File: src/hdl/crcfss_pkg.sv
// Package for the CRC-32 framed two-wire serial sender.
// Holds frame constants, register codes, the microcode table and the CRC byte update.
// Depends on nothing; every other file in hdl uses it.
`timescale 1ns / 1ps

package crcfss_pkg;

  localparam int unsigned MaxPayloadDefault = 255;
  localparam int unsigned RegW = 20;
  localparam int unsigned WaitW = 21;
  localparam int unsigned CfgIdxW = 3;
  localparam int unsigned NumRegs = 5;

  localparam logic [7:0]  StartByte     = 8'hAE;
  localparam logic [8:0]  HeaderBytes   = 9'd6;
  localparam logic [4:0]  LastPhase     = 5'd17;
  localparam logic [4:0]  PhasesPerByte = 5'd18;
  localparam logic [31:0] CrcPoly       = 32'hEDB88320;
  localparam logic [31:0] CrcInit       = 32'hFFFFFFFF;

  localparam logic [CfgIdxW-1:0] RegSyncHigh   = 3'd0;
  localparam logic [CfgIdxW-1:0] RegSyncGap    = 3'd1;
  localparam logic [CfgIdxW-1:0] RegBitLead    = 3'd2;
  localparam logic [CfgIdxW-1:0] RegDataToClk  = 3'd3;
  localparam logic [CfgIdxW-1:0] RegByteGap    = 3'd4;

  localparam logic [RegW-1:0] SyncHighReset  = 20'd1000;
  localparam logic [RegW-1:0] SyncGapReset   = 20'd100000;
  localparam logic [RegW-1:0] BitLeadReset   = 20'd4000;
  localparam logic [RegW-1:0] DataToClkReset = 20'd1000;
  localparam logic [RegW-1:0] ByteGapReset   = 20'd10000;

  localparam logic [1:0] CmdLoad    = 2'd0;
  localparam logic [1:0] CmdStart   = 2'd1;
  localparam logic [1:0] CmdAdvance = 2'd2;

  typedef logic [2:0] step_t;
  localparam step_t StepIdle  = 3'd0;
  localparam step_t StepLoad  = 3'd1;
  localparam step_t StepStart = 3'd2;
  localparam step_t StepEmit  = 3'd3;
  localparam step_t StepFetch = 3'd4;

  typedef enum logic [2:0] {
    OP_NONE  = 3'd0,
    OP_LOAD  = 3'd1,
    OP_START = 3'd2,
    OP_EMIT  = 3'd3,
    OP_FETCH = 3'd4
  } op_e;

  typedef enum logic [1:0] {
    JMP_NEXT     = 2'd0,
    JMP_DISPATCH = 2'd1,
    JMP_FETCH    = 2'd2
  } jmp_e;

  typedef struct packed {
    op_e   op;
    jmp_e  jmp;
    step_t next;
  } uword_t;

  typedef struct packed {
    op_e  op;
    logic accept;
  } ctrl_t;

  function automatic uword_t ucode(input step_t step);
    uword_t w;
    unique case (step)
      StepIdle:  w = '{op: OP_NONE,  jmp: JMP_DISPATCH, next: StepIdle};
      StepLoad:  w = '{op: OP_LOAD,  jmp: JMP_NEXT,     next: StepIdle};
      StepStart: w = '{op: OP_START, jmp: JMP_NEXT,     next: StepIdle};
      StepEmit:  w = '{op: OP_EMIT,  jmp: JMP_FETCH,    next: StepFetch};
      StepFetch: w = '{op: OP_FETCH, jmp: JMP_NEXT,     next: StepIdle};
      default:   w = '{op: OP_NONE,  jmp: JMP_NEXT,     next: StepIdle};
    endcase
    return w;
  endfunction

  function automatic logic [31:0] crc_add_byte(input logic [31:0] crc, input logic [7:0] b);
    logic [31:0] c;
    c = crc ^ {24'd0, b};
    for (int k = 0; k < 8; k++) begin
      c = c[0] ? ((c >> 1) ^ CrcPoly) : (c >> 1);
    end
    return c;
  endfunction

endpackage

File: src/hdl/crcfss_seq.sv
// Microcode sequencer of the serial sender: step counter, control store lookup and jumps.
// Depends on crcfss_pkg for the step codes, the control word and the microcode table.
`timescale 1ns / 1ps

module crcfss_seq (
  input  logic                 clk_i,
  input  logic                 rst_ni,
  input  logic                 start_i,
  input  logic [1:0]           command_i,
  input  logic                 need_fetch_i,
  output logic                 busy_o,
  output crcfss_pkg::ctrl_t    ctrl_o
);

  crcfss_pkg::step_t  step_q, step_d;
  crcfss_pkg::uword_t uw;
  logic               accept;

  assign uw     = crcfss_pkg::ucode(step_q);
  assign busy_o = (step_q != crcfss_pkg::StepIdle);
  assign accept = start_i && (step_q == crcfss_pkg::StepIdle);

  assign ctrl_o.op     = uw.op;
  assign ctrl_o.accept = accept;

  always_comb begin
    step_d = crcfss_pkg::StepIdle;
    unique case (uw.jmp)
      crcfss_pkg::JMP_NEXT: begin
        step_d = uw.next;
      end
      crcfss_pkg::JMP_DISPATCH: begin
        if (accept) begin
          unique case (command_i)
            crcfss_pkg::CmdLoad:    step_d = crcfss_pkg::StepLoad;
            crcfss_pkg::CmdStart:   step_d = crcfss_pkg::StepStart;
            crcfss_pkg::CmdAdvance: step_d = crcfss_pkg::StepEmit;
            default:                step_d = crcfss_pkg::StepIdle;
          endcase
        end else begin
          step_d = uw.next;
        end
      end
      crcfss_pkg::JMP_FETCH: begin
        step_d = need_fetch_i ? uw.next : crcfss_pkg::StepIdle;
      end
      default: begin
        step_d = crcfss_pkg::StepIdle;
      end
    endcase
  end

  always_ff @(posedge clk_i or negedge rst_ni) begin
    if (!rst_ni) begin
      step_q <= crcfss_pkg::StepIdle;
    end else begin
      step_q <= step_d;
    end
  end

endmodule

File: src/hdl/crc_framed_clocked_serial_sender_top.sv
// Top level of the CRC-32 framed two-wire serial sender: datapath, payload memory, registers.
// Depends on crcfss_pkg and on crcfss_seq, which runs the microcode.
`timescale 1ns / 1ps

// A command is taken when start is high and busy is low. A load or start command runs its own
// microcode step and then returns to idle; an advance runs the emit step, followed at the first
// write of each frame byte by a fetch step that takes the byte from the registered read port of
// the payload memory. Each advance made while a frame is playing gives one pin write on the
// result ports for exactly one cycle, marked by strobe_o, in the cycle after its emit step;
// the receiver must take every beat as it comes. Configuration writes are always accepted.

module crc_framed_clocked_serial_sender_top #(
  parameter int unsigned MaxPayload = crcfss_pkg::MaxPayloadDefault
) (
  input  logic                                clk_i,
  input  logic                                rst_ni,
  input  logic                                start,
  output logic                                busy,
  input  logic [1:0]                          command_i,
  input  logic [7:0]                          payload_byte_i,
  input  logic                                cfg_valid_i,
  output logic                                cfg_ready_o,
  input  logic [crcfss_pkg::CfgIdxW-1:0]      cfg_index_i,
  input  logic [crcfss_pkg::RegW-1:0]         cfg_data_i,
  output logic                                strobe_o,
  output logic                                pin_select_o,
  output logic                                pin_level_o,
  output logic [crcfss_pkg::WaitW-1:0]        wait_before_o,
  output logic [crcfss_pkg::RegW-1:0]         wait_after_o,
  output logic                                frame_end_o
);

  localparam int unsigned AddrW    = (MaxPayload > 1) ? $clog2(MaxPayload) : 1;
  localparam logic [7:0]  MaxCount = 8'(MaxPayload);

  crcfss_pkg::ctrl_t ctrl;
  logic              need_fetch;

  logic [crcfss_pkg::RegW-1:0] regs_q [crcfss_pkg::NumRegs];
  logic [7:0]  count_q;
  logic [31:0] crc_q;
  logic        sending_q;
  logic [8:0]  idx_q;
  logic [4:0]  phase_q;
  logic [7:0]  pb_q;
  logic [7:0]  byte_q;
  logic [7:0]  rd_q;
  logic [7:0]  mem [MaxPayload];
  logic        strobe_q;

  logic                        sel_q, lvl_q, fe_q;
  logic [crcfss_pkg::WaitW-1:0] wb_q;
  logic [crcfss_pkg::RegW-1:0]  wa_q;

  logic                         sel_c, lvl_c;
  logic [crcfss_pkg::WaitW-1:0] wb_c;
  logic [4:0]                   phase_m2;
  logic [2:0]                   bit_k;
  logic                         last_phase, frame_done, emit_fire, load_ok;
  logic [8:0]                   idx_inc, total, idx_off;
  logic [AddrW-1:0]             rd_addr;
  logic [31:0]                  crc_out;
  logic [7:0]                   frame_byte;

  crcfss_seq u_seq (
    .clk_i        (clk_i),
    .rst_ni       (rst_ni),
    .start_i      (start),
    .command_i    (command_i),
    .need_fetch_i (need_fetch),
    .busy_o       (busy),
    .ctrl_o       (ctrl)
  );

  assign cfg_ready_o = 1'b1;

  assign emit_fire  = (ctrl.op == crcfss_pkg::OP_EMIT) && sending_q;
  assign need_fetch = emit_fire && (phase_q == 5'd0);
  assign load_ok    = (ctrl.op == crcfss_pkg::OP_LOAD) && !sending_q && (count_q < MaxCount);

  assign phase_m2   = phase_q - 5'd2;
  assign bit_k      = phase_m2[3:1];
  assign last_phase = (phase_q == crcfss_pkg::LastPhase);
  assign idx_inc    = idx_q + 9'd1;
  assign total      = crcfss_pkg::HeaderBytes + {1'b0, count_q};
  assign frame_done = last_phase && (idx_inc >= total);

  always_comb begin
    sel_c = 1'b0;
    lvl_c = 1'b0;
    wb_c  = '0;
    if (phase_q == 5'd0) begin
      lvl_c = 1'b1;
      wb_c  = (idx_q == 9'd0) ? '0 : {1'b0, regs_q[crcfss_pkg::RegByteGap]};
    end else if (phase_q == 5'd1) begin
      wb_c  = {1'b0, regs_q[crcfss_pkg::RegSyncHigh]};
    end else if (!phase_m2[0]) begin
      sel_c = 1'b1;
      lvl_c = byte_q[bit_k];
      wb_c  = (bit_k == 3'd0)
            ? ({1'b0, regs_q[crcfss_pkg::RegSyncGap]} + {1'b0, regs_q[crcfss_pkg::RegBitLead]})
            : {1'b0, regs_q[crcfss_pkg::RegBitLead]};
    end else begin
      lvl_c = ~bit_k[0];
      wb_c  = {1'b0, regs_q[crcfss_pkg::RegDataToClk]};
    end
  end

  assign crc_out = ~crc_q;
  assign idx_off = idx_q - crcfss_pkg::HeaderBytes;
  assign rd_addr = idx_off[AddrW-1:0];

  always_comb begin
    logic [8:0] crc_sel;
    crc_sel = idx_q - 9'd2;
    priority if (idx_q == 9'd0) begin
      frame_byte = crcfss_pkg::StartByte;
    end else if (idx_q == 9'd1) begin
      frame_byte = count_q;
    end else if (idx_q < crcfss_pkg::HeaderBytes) begin
      frame_byte = crc_out[{crc_sel[1:0], 3'b000} +: 8];
    end else begin
      frame_byte = rd_q;
    end
  end

  always_ff @(posedge clk_i) begin
    if (load_ok) begin
      mem[count_q[AddrW-1:0]] <= pb_q;
    end
    rd_q <= mem[rd_addr];
  end

  always_ff @(posedge clk_i) begin
    if (ctrl.accept) begin
      pb_q <= payload_byte_i;
    end
    if (ctrl.op == crcfss_pkg::OP_FETCH) begin
      byte_q <= frame_byte;
    end
    if (emit_fire) begin
      sel_q <= sel_c;
      lvl_q <= lvl_c;
      wb_q  <= wb_c;
      fe_q  <= frame_done;
      wa_q  <= frame_done ? regs_q[crcfss_pkg::RegByteGap] : '0;
    end
  end

  always_ff @(posedge clk_i or negedge rst_ni) begin
    if (!rst_ni) begin
      regs_q[crcfss_pkg::RegSyncHigh]  <= crcfss_pkg::SyncHighReset;
      regs_q[crcfss_pkg::RegSyncGap]   <= crcfss_pkg::SyncGapReset;
      regs_q[crcfss_pkg::RegBitLead]   <= crcfss_pkg::BitLeadReset;
      regs_q[crcfss_pkg::RegDataToClk] <= crcfss_pkg::DataToClkReset;
      regs_q[crcfss_pkg::RegByteGap]   <= crcfss_pkg::ByteGapReset;
      count_q   <= '0;
      crc_q     <= crcfss_pkg::CrcInit;
      sending_q <= 1'b0;
      idx_q     <= '0;
      phase_q   <= '0;
      strobe_q  <= 1'b0;
    end else begin
      if (cfg_valid_i) begin
        unique case (cfg_index_i)
          crcfss_pkg::RegSyncHigh:  regs_q[crcfss_pkg::RegSyncHigh]  <= cfg_data_i;
          crcfss_pkg::RegSyncGap:   regs_q[crcfss_pkg::RegSyncGap]   <= cfg_data_i;
          crcfss_pkg::RegBitLead:   regs_q[crcfss_pkg::RegBitLead]   <= cfg_data_i;
          crcfss_pkg::RegDataToClk: regs_q[crcfss_pkg::RegDataToClk] <= cfg_data_i;
          crcfss_pkg::RegByteGap:   regs_q[crcfss_pkg::RegByteGap]   <= cfg_data_i;
          default: begin
          end
        endcase
      end
      strobe_q <= emit_fire;
      if (load_ok) begin
        crc_q   <= crcfss_pkg::crc_add_byte(crc_q, pb_q);
        count_q <= count_q + 8'd1;
      end
      if ((ctrl.op == crcfss_pkg::OP_START) && !sending_q) begin
        sending_q <= 1'b1;
        idx_q     <= '0;
        phase_q   <= '0;
      end
      if (emit_fire) begin
        phase_q <= last_phase ? 5'd0 : (phase_q + 5'd1);
        if (last_phase) begin
          idx_q <= frame_done ? 9'd0 : idx_inc;
        end
        if (frame_done) begin
          sending_q <= 1'b0;
          count_q   <= '0;
          crc_q     <= crcfss_pkg::CrcInit;
        end
      end
    end
  end

  assign strobe_o      = strobe_q;
  assign pin_select_o  = sel_q;
  assign pin_level_o   = lvl_q;
  assign wait_before_o = wb_q;
  assign wait_after_o  = wa_q;
  assign frame_end_o   = fe_q;

`ifndef ASSERT_OFF
  a_strobe_from_emit: assert property (@(posedge clk_i) disable iff (!rst_ni)
    strobe_q |-> $past(ctrl.op == crcfss_pkg::OP_EMIT))
    else $error("result beat without a preceding emit step");

  a_end_clears: assert property (@(posedge clk_i) disable iff (!rst_ni)
    (strobe_q && fe_q) |-> (!sending_q && (count_q == 8'd0)))
    else $error("frame end did not clear the frame state");

  a_phase_range: assert property (@(posedge clk_i) disable iff (!rst_ni)
    phase_q < crcfss_pkg::PhasesPerByte)
    else $error("byte phase out of range");

  a_idx_range: assert property (@(posedge clk_i) disable iff (!rst_ni)
    sending_q |-> (idx_q < total))
    else $error("frame byte index beyond the frame");

  a_fetch_after_sync: assert property (@(posedge clk_i) disable iff (!rst_ni)
    (ctrl.op == crcfss_pkg::OP_FETCH) |-> $past(need_fetch))
    else $error("byte fetch without a sync write before it");
`endif

endmodule

File: config.mk
export PLATFORM = sky130hd
export DESIGN_NAME = crc_framed_clocked_serial_sender_top
export DESIGN_NICKNAME = d
export VERILOG_FILES = /design/src/hdl/crcfss_pkg.sv /design/src/hdl/crcfss_seq.sv /design/src/hdl/crc_framed_clocked_serial_sender_top.sv
export SDC_FILE = /design/constraint.sdc
export NUM_CORES = 2
export LEC_CHECK = 0
export BUFFER_PORTS_ARGS = -buffer_cell sky130_fd_sc_hd__buf_2
export CAP_MARGIN = 20
export CORE_UTILIZATION = 40
export DETAILED_ROUTE_END_ITERATION = 10
export GPL_TIMING_DRIVEN = 0
export HOLD_SLACK_MARGIN = 0.1
export PLACE_DENSITY = 0.63
export SLEW_MARGIN = 15
export SYNTH_ARGS = -nofsm -noshare
export SYNTH_HDL_FRONTEND = slang
export SYNTH_SLANG_ARGS = --single-unit
File: constraint.sdc
create_clock -name clk_i -period 8.1 [get_ports clk_i]
set_clock_uncertainty 0.1 [all_clocks]
set_input_delay 0.81 -clock clk_i [delete_from_list [all_inputs] [get_ports clk_i]]
set_output_delay 0.81 -clock clk_i [all_outputs]
set_load 0.005 [all_outputs]
* Yosys cells after proc, flatten, opt, wreduce, memory -nomap -nowiden *
Memories as Yosys holds them, arrays and structs flattened. A register that Yosys moved wholly into a read port is not among the register bits.
Cells that the tools add are included.

storage, ports and cells
  register bits = 219
  bits in writable memories = 2040
  input port bits = 37
  memories kept = 1

cells by class
  add/subtract/negate cells = 8
  order comparisons = 4
  equal/unequal tests = 19
  shift-type cells = 1
  mux-type cells = 43
  bitwise operators = 11
  reductions and logical operators = 23

memory list
  name  depth  width  read ports  clocked after Yosys merged registers in  write ports  line                                        text
  mem   255    8      1           1                                        1            crc_framed_clocked_serial_sender_top.sv:48  logic [7:0] mem [MaxPayload];

operator list
  cell                 count
  $mux 32              11
  $not 13->14          8
  $mux 21              4
  $mux 8               5
  $pmux 8 s5           1
  $mux 9               4
  $not 32->32          1
  $shiftx 32x6->8      1
  $xor 32x8->32        1
  $add 20x20->21       1
  $mux 20              1
  $eq 3x2->1 const B   6
  $mux 5               3
  $reduce_and 2->1     5
  $add 3x8->9 const A  1
  $add 9x1->9 const B  1
  $eq 3x1->1 const B   3
  $eq 3x3->1 const B   3
  $eq 9x1->1 const B   1
  $ge 9x9->1           1
  $logic_not 3->1      3
  $logic_not 9->1      1
  $lt 9x3->1 const B   1
  $mux 1               9
  23 further kinds     33

* Longest topological paths before layout *
  depth after elaboration = 20
  mapped depth = 17

* Modules after synthesis *
A second synthesis with hierarchy kept.

unflattened totals
  cell total of the unflattened synthesis = 4693
  area, all modules = 92188.4 sq um

by module, submodules not included
  module                                instances  cells each  area an instance (sq um)
  crc_framed_clocked_serial_sender_top  1          4677        92003.2
  crcfss_seq                            1          16          185.2

* Worst setup path before layout *
Ideal clock, no wire load.

  kind = register -> register
  start point = reg pb_q[7]
  end point = reg crc_q[20]
  arrival time = 5.518 ns
  slack = 2.382 ns
  cell stages (with the launch flop) = 8
  path buffers = 0
  cell sequence = edfxtp_1 -> xnor2_1 -> xnor2_1 -> xnor2_2 -> xor2_1 -> xnor2_1 -> xnor2_1 -> o211ai_1

between the ends
  cells in the longest elaborated chain, start to end = 13

RTL lines
  element                   line                                         text
  start: declaration        crc_framed_clocked_serial_sender_top.sv:45   logic [7:0] pb_q;
  start signal: assignment  crc_framed_clocked_serial_sender_top.sv:136  pb_q <= payload_byte_i;
  $xor 32x8->32 *           crcfss_pkg.sv:84                             c = crc ^ {24'd0, b};
  $mux 32 *                 crcfss_pkg.sv:86                             c = c[0] ? ((c >> 1) ^ CrcPoly) : (c >> 1);
  $not 13->14 (no line)     n/a
  $mux 32 * (7 in series)   crcfss_pkg.sv:86
  $mux 32 *                 crc_framed_clocked_serial_sender_top.sv:176  if (load_ok) begin
  $mux 32                   crc_framed_clocked_serial_sender_top.sv:190  if (frame_done) begin
  $mux 32 *                 crc_framed_clocked_serial_sender_top.sv:185  if (emit_fire) begin
  end signal: assignment    crc_framed_clocked_serial_sender_top.sv:158  crc_q <= crcfss_pkg::CrcInit;
  end signal: assignment    crc_framed_clocked_serial_sender_top.sv:177  crc_q <= crcfss_pkg::crc_add_byte(crc_q, pb_q);
  end signal: assignment    crc_framed_clocked_serial_sender_top.sv:193  crc_q <= crcfss_pkg::CrcInit;
  end: declaration          crc_framed_clocked_serial_sender_top.sv:41   logic [31:0] crc_q;

Mark *: on every way between the ends. The rest lies on a longest branch, timed or not.
A chain may end at the register's enable or synchronous reset.

* Final worst setup path *
  start point = reg idx_q[0]
  end point = reg crc_q[15]

between the ends
  cells in the longest elaborated chain, start to end = 5

RTL lines
  element                   line                                         text
  start: declaration        crc_framed_clocked_serial_sender_top.sv:43   logic [8:0] idx_q;
  start signal: assignment  crc_framed_clocked_serial_sender_top.sv:188  idx_q <= frame_done ? 9'd0 : idx_inc;
  $add 9x1->9               crc_framed_clocked_serial_sender_top.sv:84   assign idx_inc = idx_q + 9'd1;
  $ge 9x9->1                crc_framed_clocked_serial_sender_top.sv:86   assign frame_done = last_phase && (idx_inc >= total);
  $logic_and 1x1->1         crc_framed_clocked_serial_sender_top.sv:86
  $mux 32                   crc_framed_clocked_serial_sender_top.sv:190
  $mux 32                   crc_framed_clocked_serial_sender_top.sv:185

Every way passes these cells.

==> results.md <==
- Global placement routability congestion: around 0.97
- Hold WS: roughly 0.14 ns
- Area grow syn2layout: 15.3%
- Synth top area share: between 60 and 70%
- Post-DP Area: ~98000 sq um
- CP startpoint: idx_q[0]
- P per Cell Area: between 200 and 250 nW/um^2
- CP peak stage delay: roughly 0.54 ns
- Switching part of the total: between 20% and 30%
- CTS tree: done
- DRC: 0
- Path depth of the worst reg2reg path: 17
- Drt total wl: between 300 and 400 mm
- Max Clk Rate: roughly 160 MHz
- Most common cell in the netlist: edfxtp_1
- Routed wl met2: 137 mm
- WP data required: just under 9 ns
- CTS buffer count: 226
- Crit. End Element: flip-flop
- Number of port buffers: a little over 80
- Syn Area/Cell: slightly below 20 sq um
- RR Endpoint: crc_q[15]
- Cell count along the critical path: 17
- Synth Warn #: 0
- Nets: ~5200
- Met3 WL: ~44 mm
- Crit path DAT: slightly below 7 ns
- Starting Density: between 40% and 50%
- Max_cap viols: 1
- H-Tree Depth: 4
- DRT antenna net count: 0
- Ports: between 80 and 90
- Max Used Layer: met5
- Routed len/inst: 37.2 um
- Sw Pwr: around 6000 uW
- CP Max Fanout: 10
- Worst-Skew Late Latency: 0.91 ns
- Failing checks: max-capacitance violations
- Sink Count: ~2300
- Layout cells sized above 1: around a quarter
- Die outline width: 480 um
- WP buf/inv: 8
- Vias in the first global route: around 50000
- Int Pwr: 20100 uW
- Clock power frac: between 40% and 50%
- Remaining Overflow, GRT: 0
- Synth top cells by count: 2100 x edfxtp_1, 534 x mux4_2, 354 x nor2_1, 268 x nand2_1, 111 x clkbuf_1
- Via Count: around 53000
- Fin util: between 40 and 50%
- Final Cycle Share: roughly 77%
- Largest net degree at the start of global routing: between 80 and 90
- R2R Setup Slk: approximately 1.9 ns
- Wl on met1: 113 mm
- Comb power frac: about 8.5%
- Mapped cell area: slightly above 90000 sq um
- Distinct cells, synth: 83
- Worst R2R Start: idx_q[0]
- Leading register cell type out of synthesis: edfxtp_1
- Area leader, netlist: edfxtp_1
- Die footprint: 230000 sq um
- HP Class: input port to flip-flop
- Mapped Nets: 4784
- Seq pwr share: about 50%
- Slew HR: less than 1%
- Most used cell, CP: buf_6
- Outcome: complete, but fails checks
- Tmin final: ~6.2 ns
- RSZ-0062 raised after global routing: false
- First-pass GRT wire length: roughly 420 mm
- Clock-pin transition on the worst setup and hold timing paths: around 0.060 ns
- CP cell instances: buf_6, buf_8, buf_6, buf_4, buf_6, buf_6, buf_2, nand4_1, nor2_1, xor2_1, ha_1, o211a_1, a221o_1, a31oi_1, nand2b_1, clkbuf_1, o211ai_1
- Root buffer cell: clkbuf_16
- Post-synthesis async set-or-reset flop share: 7.01%
- Detailed placer's ending HPWL: 210 mm
- Vias per std cell: about 6.3
- Max Buffers Root-to-Sink: 3
- Design Area, Final: between 100000 and 150000 sq um
- Final Setup Violations: 0
- Drt first-iter violations: 9394
- Ranking of synthesized cells by area: edfxtp_1 69%, mux4_2 13%, dfrtp_1 2.7%
- Total GRT Usage: 26.8%
- CORE AREA: 227000 sq um
- Crit-path slowest cell: dfrtp_1
- Setup Fix Bufs, Post-CTS: 0
- Final hold vios: 0
- DR pass1 iterations: 9
- Row Count: roughly 180
- Slew of the pin with the lowest slew margin: 1.49 ns
- Crit Path Class: flip-flop to flip-flop
- CP startpoint kind: flip-flop
- Cell count after synthesis: roughly 4700
- Setup ws final: 1.86 ns
- Die H: ~480 um
- Seq/Total Area, Yosys: ~74%
- Dpl ws: a little under 2 ns
- Pleak: roughly 0.033 uW
- End point of the critical path: crc_q[15]
- Final count of pins violating max slew: 0
- FF+latch count, synth: roughly 2300
- Post-synth EDFFs: between 2000 and 2500
- Cell family with most CP delay: buffers and inverters
- Worst vdd ir: 0.180 mV
- Initial antenna violation count: 11
placed cells by master, fill, tap and decap left out, drive strengths merged, types with 64 or more instances in the layout:
master / count
mux2i: 74
nor2: 354
a21oi: 72
edfxtp: 2100
mux4: 552
clkbuf: 384
dfrtp: 98
clkinv: 102
nand2: 268
mux2: 107
nand3: 73
xnor2: 64
buf: 352
how the worst min path moves through the flow:
stage	from	to	depth (start not counted)
after CTS	cfg_data_i[12]	regs_q[92]	2
final	cfg_data_i[12]	regs_q[92]	2
after global routing	cfg_data_i[5]	regs_q[25]	2
after detailed placement	regs_q[24]	regs_q[24]	1
after floorplan	regs_q[30]	regs_q[30]	1
after global placement	regs_q[30]	regs_q[30]	1
registers in the layout (all words and copies together) (netlist names), 3 cells and up:
register / flops
u_seq.step_q: 3
regs_q: 100
wait_before_o: 21
pb_q: 8
mem: 2040
count_q: 8
rd_q: 8
crc_q: 32
phase_q: 5
byte_q: 8
idx_q: 9
wait_after_o: 20
cells by family after synthesis:
kind of cell               share of synthesized area [%]
AOI/OAI and AO/OA                                   2.95
xor gates and xnor gates                            1.07
adders and majority gates                          0.679
buffers and inverters                               1.72
DFF                                                 73.7
muxes                                               15.8
other                                            0.00411
and+or+nand+nor                                     4.10
metrics by stage:
step | TNS [ns] | total power (uW) | cells
5_1_grt | 0 | 26800 | 8338
3_3_place_gp | -41.81 | 15700 | 7789
6_report | 0 | 26200 | 8348
3_5_place_dp | 0 | 15700 | 7900
2_1_floorplan | 0 | 15000 | 4698
4_1_cts | 0 | 26200 | 8332
power groups by stage:
stage	registers (uW)	clock network (uW)	logic, uW
after floorplan	13700	0	1350
after detailed placement	13600	0	2160
after global routing	13400	11100	2360
after CTS	13300	10700	2180
final	13300	10700	2220
after global placement	13900	0	1780
routing by layer:
| metal | track usage, % | vias up |
|---|---|---|
| met3 | 9.75 | 781 |
| met4 | 12.8 | 12 |
| li1 | - | 20000 |
| met2 | 39.3 | 4168 |
| met5 | 0 | - |
| met1 | 35.4 | 27600 |
repair_timing:
item                                   CTS  global route
endpoints found under the hold margin   95             0
hold buffers                            17             0
gates resized for setup                  0             0
layout make-up:
type / count / area [sq um]
repair buffers: 216 / 2650
clock inverters: 143 / 1570
flip-flops and latches: 2267 / 67300
clock buffers: 272 / 5900
fillers: 18700 / 122000
inverters: 22 / 82.6
well taps: 3009 / 3760
diodes: 10 / 25.0
plain buffers: 265 / 1530
multi-input cells: 2144 / 22500
(Power assumes the default switching activity.)
